**config.mk**
```make
export PLATFORM = sky130hd
export DESIGN_NAME = epsort_cell
export DESIGN_NICKNAME = d
export VERILOG_FILES = /design/src/design/epsort_pkg.sv /design/src/design/epsort_cell.sv
export SDC_FILE = /design/constraint.sdc
export NUM_CORES = 1
export LEC_CHECK = 0
export ABC_AREA = 1
export BUFFER_PORTS_ARGS = -buffer_cell sky130_fd_sc_hd__buf_2
export CORE_AREA = 2 2 155 157
export CTS_CLUSTER_SIZE = 40
export DETAILED_ROUTE_END_ITERATION = 6
export DIE_AREA = 0 0 157 159
export PLACE_DENSITY = 0.59
export SYNTH_ARGS = -nofsm -noshare
export SYNTH_HDL_FRONTEND = slang
export SYNTH_SLANG_ARGS = --single-unit
```
**constraint.sdc**
```tcl
create_clock -name clk -period 3.6 [get_ports clk]
set_clock_uncertainty 0.1 [all_clocks]
set_input_delay 0.18 -clock clk [delete_from_list [all_inputs] [get_ports clk]]
set_output_delay 0.18 -clock clk [all_outputs]
set_load 0.01 [all_outputs]
```
**src/design/epsort_pkg.sv**
```systemverilog
`timescale 1ns / 1ps
// ----------------------------------------------------------------------------
// epsort_pkg
// Shared types, sizes and the ordering rule of the edge priority sorter.
// ----------------------------------------------------------------------------
package epsort_pkg;

	localparam int MAX_EDGES   = 64;
	localparam int VERTEX_BITS = 32;
	// stored vertex width: the field is 32 bits, so at most 32 bits survive
	localparam int VTX_W = (VERTEX_BITS < 32) ? VERTEX_BITS : 32;
	localparam int CNT_W = $clog2(MAX_EDGES + 1);

	typedef struct packed {
		logic [31:0]        vertex_a;
		logic [31:0]        vertex_b;
		logic signed [31:0] edge_length;
		logic               on_geometry;
		logic               last_edge;
	} edge_item_t;

	typedef struct packed {
		logic [31:0]        out_vertex_a;
		logic [31:0]        out_vertex_b;
		logic signed [31:0] out_length;
		logic               out_last;
		logic               overflow;
	} result_item_t;

	typedef struct packed {
		logic               valid;
		logic               geo;
		logic signed [31:0] len;
		logic [VTX_W-1:0]   va;
		logic [VTX_W-1:0]   vb;
	} entry_t;

	localparam entry_t ENTRY_NONE = '0;

	// operation broadcast to every cell in the chain
	typedef struct packed {
		logic insert;
		logic shift;
	} cell_op_t;

	typedef enum logic {
		ST_LOAD,
		ST_DRAIN
	} state_t;

	// a newly loaded edge goes ahead of a stored one on equal keys
	function automatic logic goes_first(entry_t fresh, entry_t held);
		logic res;
		if (fresh.geo != held.geo) begin
			res = fresh.geo;
		end else begin
			res = ($signed(fresh.len) >= $signed(held.len));
		end
		return res;
	endfunction

endpackage

```
**src/design/epsort_cell.sv**
```systemverilog
`timescale 1ns / 1ps
// ----------------------------------------------------------------------------
// epsort_cell
// One slot of the insertion chain: keeps one edge, takes the new edge or its
// left neighbour's edge on insert, takes its right neighbour's edge on shift.
// ----------------------------------------------------------------------------
module epsort_cell (
	input  logic                clk,
	input  logic                arst_n,
	input  epsort_pkg::cell_op_t op,
	input  epsort_pkg::entry_t   new_entry,
	input  epsort_pkg::entry_t   left_entry,
	input  logic                left_ins,
	input  epsort_pkg::entry_t   right_entry,
	output epsort_pkg::entry_t   entry,
	output logic                ins
);
	import epsort_pkg::*;

	logic   valid_q;
	entry_t data_q;

	// new edge belongs here or further left
	assign ins = !valid_q || goes_first(new_entry, entry);

	always_comb begin
		entry       = data_q;
		entry.valid = valid_q;
	end

	always_ff @(posedge clk or negedge arst_n) begin
		if (!arst_n) begin
			valid_q <= 1'b0;
		end else if (op.shift) begin
			valid_q <= right_entry.valid;
		end else if (op.insert) begin
			if (left_ins) begin
				valid_q <= left_entry.valid;
			end else if (ins) begin
				valid_q <= 1'b1;
			end
		end
	end

	always_ff @(posedge clk) begin
		if (op.shift) begin
			data_q <= right_entry;
		end else if (op.insert) begin
			if (left_ins) begin
				data_q <= left_entry;
			end else if (ins) begin
				data_q <= new_entry;
			end
		end
	end

endmodule

```
# == After elaboration in Yosys (flattened, before gate mapping) ==
# Index checks and enable logic that the tools add are counted.
# classes
magnitude_cmp,1
n_eq_ne,1
n_reduce_logical,5
muxes,9
# op_table
op,count
97-bit 2-to-1 mux,4
32-bit greater-or-equal comparator,1
1-bit 2-to-1 mux,5
3-bit nonzero test,1
2-bit AND reduction,1
2-bit nonzero test,1
1-bit logical NOT,1
1-bit logical OR,1
1-bit inequality test,1
# totals
output_inout_bits,99
register_bits,98

# == Logic depth before layout (Yosys ltp) ==
# logic_depth
depth_word,7
ltp_mapped,20

# == Least setup slack after synthesis ==
# No wires, ideal clock.
# synth_path
path_type,register to register
startpoint,reg data_q (netlist bit entry[95])
endpoint,reg data_q (netlist bit entry[0]) (enable)
path_stages_with_launch,15
synth_period_minus_slack_ns,4.043
path_slack_ns,-0.443
arrival_time_ns,3.492
cell_sequence,edfxtp_1 inv_1 ha_1 nand2_2 nor2_2 and2_1 and3b_2 nand2_2 nand2_1 nand2_1 nand3_2 nand2_2 nand3_2 nand2_2 inv_1
# synth_via
elab_chain_cells,5
# synth_lines
element,line,source
"start, declared",epsort_cell.sv:21,entry_t data_q;
"start signal, assigned",epsort_cell.sv:47,data_q <= right_entry;
"start signal, assigned",epsort_cell.sv:50,data_q <= left_entry;
"start signal, assigned",epsort_cell.sv:52,data_q <= new_entry;
32-bit greater-or-equal comparator,epsort_pkg.sv:57,res = ($signed(fresh.len) >= $signed(held.len));
1-bit 2-to-1 mux,epsort_pkg.sv:54,if (fresh.geo != held.geo) begin
1-bit logical OR,epsort_cell.sv:24,"assign ins = !valid_q || goes_first(new_entry, entry);"
3-bit nonzero test (no source line),--,
2-bit AND reduction (no source line),--,
# No other way between the ends.
# A chain may end at the register's enable or synchronous reset.

# == Worst setup path after layout ==
# layout_path
startpoint,reg data_q (netlist bit entry[95])
endpoint,reg data_q (netlist bit entry[13]) (enable)
# The elaborated chain is that of the path after synthesis.

==> metrics.log <==
INFO  metric synth.ff_latch_count = 98
INFO  metric grt_overflow_total = 0
INFO  metric dp_hpwl = 16.9 mm
INFO  metric setup_viol = 0
INFO  metric floorplan.initialDensity = 25.0%
INFO  metric totalNegativeSetupSlack = 0 ps
INFO  metric worst-slew-pin-transition = 738 ps
INFO  metric run_status = finished, final reports clean
INFO  metric worst_hold_path_depth = 3
INFO  metric drc = 0
INFO  metric maximum_number_of_pins_on_one_net_before_global_route_repair = 65
INFO  metric clock-root-buffer = sky130_fd_sc_hd__clkbuf_16
INFO  metric total_leakage_power = between 4 and 5 nW
INFO  metric worst_path_bufs_invs = 3
INFO  metric cp_cell_sequence = inv_1, ha_1, nand2_2, nor2_2, and2_1, and3b_2, nand2_2, nand2_1, nand2_1, nand3_2, nand2_2, nand3_2, nand2_2, clkinvlp_4, buf_4
INFO  metric final_util = between 30 and 40%
INFO  metric fillers = 2492
INFO  metric min_delay_worst_endpoint = entry[40]
INFO  metric critical_path.reg2reg.startpoint = entry[95]
INFO  metric cp_slowest_stage_delay = 490 ps
INFO  metric hold_path.startpoint = right_entry[40]
INFO  metric crit_path_start_kind = register
INFO  metric cts_tree = yes
INFO  metric drv.max_cap_violation_count = 0
INFO  metric total_of_cells_resized_after_clock_tree_synthesis = 0
INFO  metric rr_worst_depth = 15
INFO  metric worstPathRequired = between 3000 and 4000 ps
INFO  metric setup.worst_path.end_class = register
INFO  metric max_clock_freq = roughly 360 MHz
INFO  metric path_class = reg -> reg
INFO  metric antenna_found_initial = 8
INFO  metric place.gp.congestion = 0.832
INFO  metric unrepaired_setup_endpoints_after_global_routing = no
INFO  metric slowest_stage = sky130_fd_sc_hd__buf_4
INFO  metric critPathArrivalTime = 2690 ps
INFO  metric netlist_area = 5790 um^2
INFO  metric antenna_violating_nets_post_route = 0
INFO  metric placement.io_buffers = 396
INFO  metric die_x = 157 um
INFO  metric drive_gt1_share = 40.8%
INFO  metric cpMostUsedCell = sky130_fd_sc_hd__nand2_2
INFO  metric vias_in_the_first_global_route = 6145
INFO  metric grt_first_pass_wirelength = 33.7 mm
INFO  metric postRouteWirelength = 22.2 mm
INFO  metric clock_tree.buffer_depth = 2
INFO  metric hold_path.class = in -> reg
INFO  metric reg2reg_end = entry[13]
INFO  metric ff2ff_setup_slack = approximately 800 ps
INFO  metric postSynthNetCount = 1023
INFO  metric number_of_buffers_created_by_cts = 9
INFO  metric routed_wire_length_per_instance = 15.9 um
INFO  metric worst_path_dominant_cell_family = simple AND/OR/NAND/NOR gates
INFO  metric clkSinkCount = 98
INFO  metric critical_path.max_fanout = 45
INFO  metric clock_tree.htree_level_count = 3
INFO  metric clk_pin_slew_worst_paths = 80 ps
INFO  metric die-height = ~160 um
INFO  metric final_net_count = 1397
INFO  metric clkLatencyLatePin = 360 ps
INFO  metric area_of_the_placeable_core = 23200 um^2
INFO  metric grt.total_usage = approximately 17%
INFO  metric drt_pre_antenna_iters = 5
INFO  metric syn_area_per_cell = approximately 8.4 um^2
INFO  metric areaGrowthSynthToFinish = 45.9%
INFO  metric detail_route.iter0.violations = ~300
INFO  metric fin_crit_sh = 77.7%
INFO  metric synth-seq-area-share = 50.7%
INFO  metric final.min_clock_period = 2800 ps
INFO  metric pin_count = slightly below 400
INFO  metric full_die_area = 25000 um^2
INFO  metric syn-instance-count = 692
INFO  metric num_vias = 6299
INFO  metric max_slew_violation_count = 0
INFO  metric yosysUniqueCellTypes = 25
INFO  metric rows = 56
INFO  metric cellPowerDensity = between 300 and 400 nW/um^2
INFO  metric max-slew-margin-rel = between 50% and 60%
INFO  metric ir_worst_vdd = 0.000197 V
INFO  metric post_drt_via_cell_ratio = 4.52
INFO  metric yosysWarnings = 0
INFO  metric hold_viol_final = 0
-- synth_stat cells (all sizes together) --
master / instances / area (um^2)
dfrtp: 1 / 25.0
a21oi: 207 / 1040
nor2: 109 / 412
inv: 44 / 165
nand2: 140 / 538
buf: 10 / 47.5
nand4: 2 / 12.5
a22oi: 1 / 7.51
edfxtp: 97 / 2910
clkbuf: 33 / 124
o21a: 2 / 15.0
o21ai: 3 / 15.0
ha: 32 / 400
and2: 1 / 6.26
and3b: 1 / 10.0
a21o: 1 / 7.51
or2: 1 / 6.26
nand3: 6 / 45.0
clkinv: 1 / 3.75
-- placed cells by master (no fill, tap or decap), types with 3 or more instances in the layout --
master and n:
sky130_fd_sc_hd__nand2_2 5, sky130_fd_sc_hd__buf_2 394, sky130_fd_sc_hd__nor2_1 108, sky130_fd_sc_hd__nand3_2 3
sky130_fd_sc_hd__ha_1 32, sky130_fd_sc_hd__clkbuf_16 9, sky130_fd_sc_hd__diode_2 5, sky130_fd_sc_hd__nand3_1 3
sky130_fd_sc_hd__edfxtp_1 97, sky130_fd_sc_hd__o21ai_0 3, sky130_fd_sc_hd__inv_1 39, sky130_fd_sc_hd__a21oi_1 207
sky130_fd_sc_hd__buf_4 10, sky130_fd_sc_hd__nand2_1 135
-- cell families after synthesis --
kind of cell	share of synthesized area [%]
simple gates	17.8
compound gates	18.7
flops	50.7
buf+inv	5.88
fa+ha+maj	6.92
-- metal layers --
metal / wire length [um] / global-route usage [%]
met1: 9040 / 21.0
met2: 10700 / 29.8
met3: 2110 / 5.91
met4: 351 / 4.30
met5: 27 / 0
-- stage by stage --
step	hold WS (ps)	cells	power [W]	cell area, um^2	worst slack [ps]
final	41.5	1395	0.00337	8450	801
after global routing	26.9	1391	0.00355	8440	562
after CTS	19.3	1390	0.00341	8430	753
after detailed placement	-124	1373	0.00228	8090	763
after global placement	-122	1373	0.00227	8090	784
after floorplan	-216	692	0.00188	5790	11.3
-- what timing repair did --
item / CTS / global route
buffers inserted: 0 / 0
endpoints found under the hold margin: 1 / 0
hold buffers: 1 / 0
-- flip-flops by register name, summed over array words and instances (netlist names) --
name and flops:
entry 97, valid_q 1
-- power breakdown --
group	internal, W	total, W	switching, W
combinational	0.000337	0.000797	0.000460
clock	0.000626	0.00112	0.000491
sequential	0.00141	0.00145	0.0000417
total	0.00237	0.00337	0.000992
-- layout make-up --
class,instances,area (um^2),area share [%]
diodes,5,12.5,0.148
inverters,45,175,2.07
multi-input cells,506,2510,29.7
flip-flops and latches,98,2940,34.8
clock buffers,9,225,2.67
repair buffers,406,2080,24.6
well taps,319,399,4.73
clock inverters,7,108,1.27
-- worst max-delay path by stage --
| stage | slack, ps | start | to | depth (start not counted) |
|---|---|---|---|---|
| after floorplan | 10 | entry[95] | entry[0] | 12 |
| after global placement | 780 | entry[95] | entry[32] | 15 |
| after detailed placement | 760 | entry[95] | entry[32] | 15 |
| after CTS | 750 | entry[95] | entry[32] | 15 |
| after global routing | 560 | entry[95] | entry[7] | 15 |
| final | 800 | entry[95] | entry[13] | 15 |
-- worst min-delay path, stage by stage --
cell and delay [ps]:
sky130_fd_sc_hd__buf_2 80, sky130_fd_sc_hd__nor2_1 30, sky130_fd_sc_hd__a21oi_1 90
(Power assumes the default switching activity.)
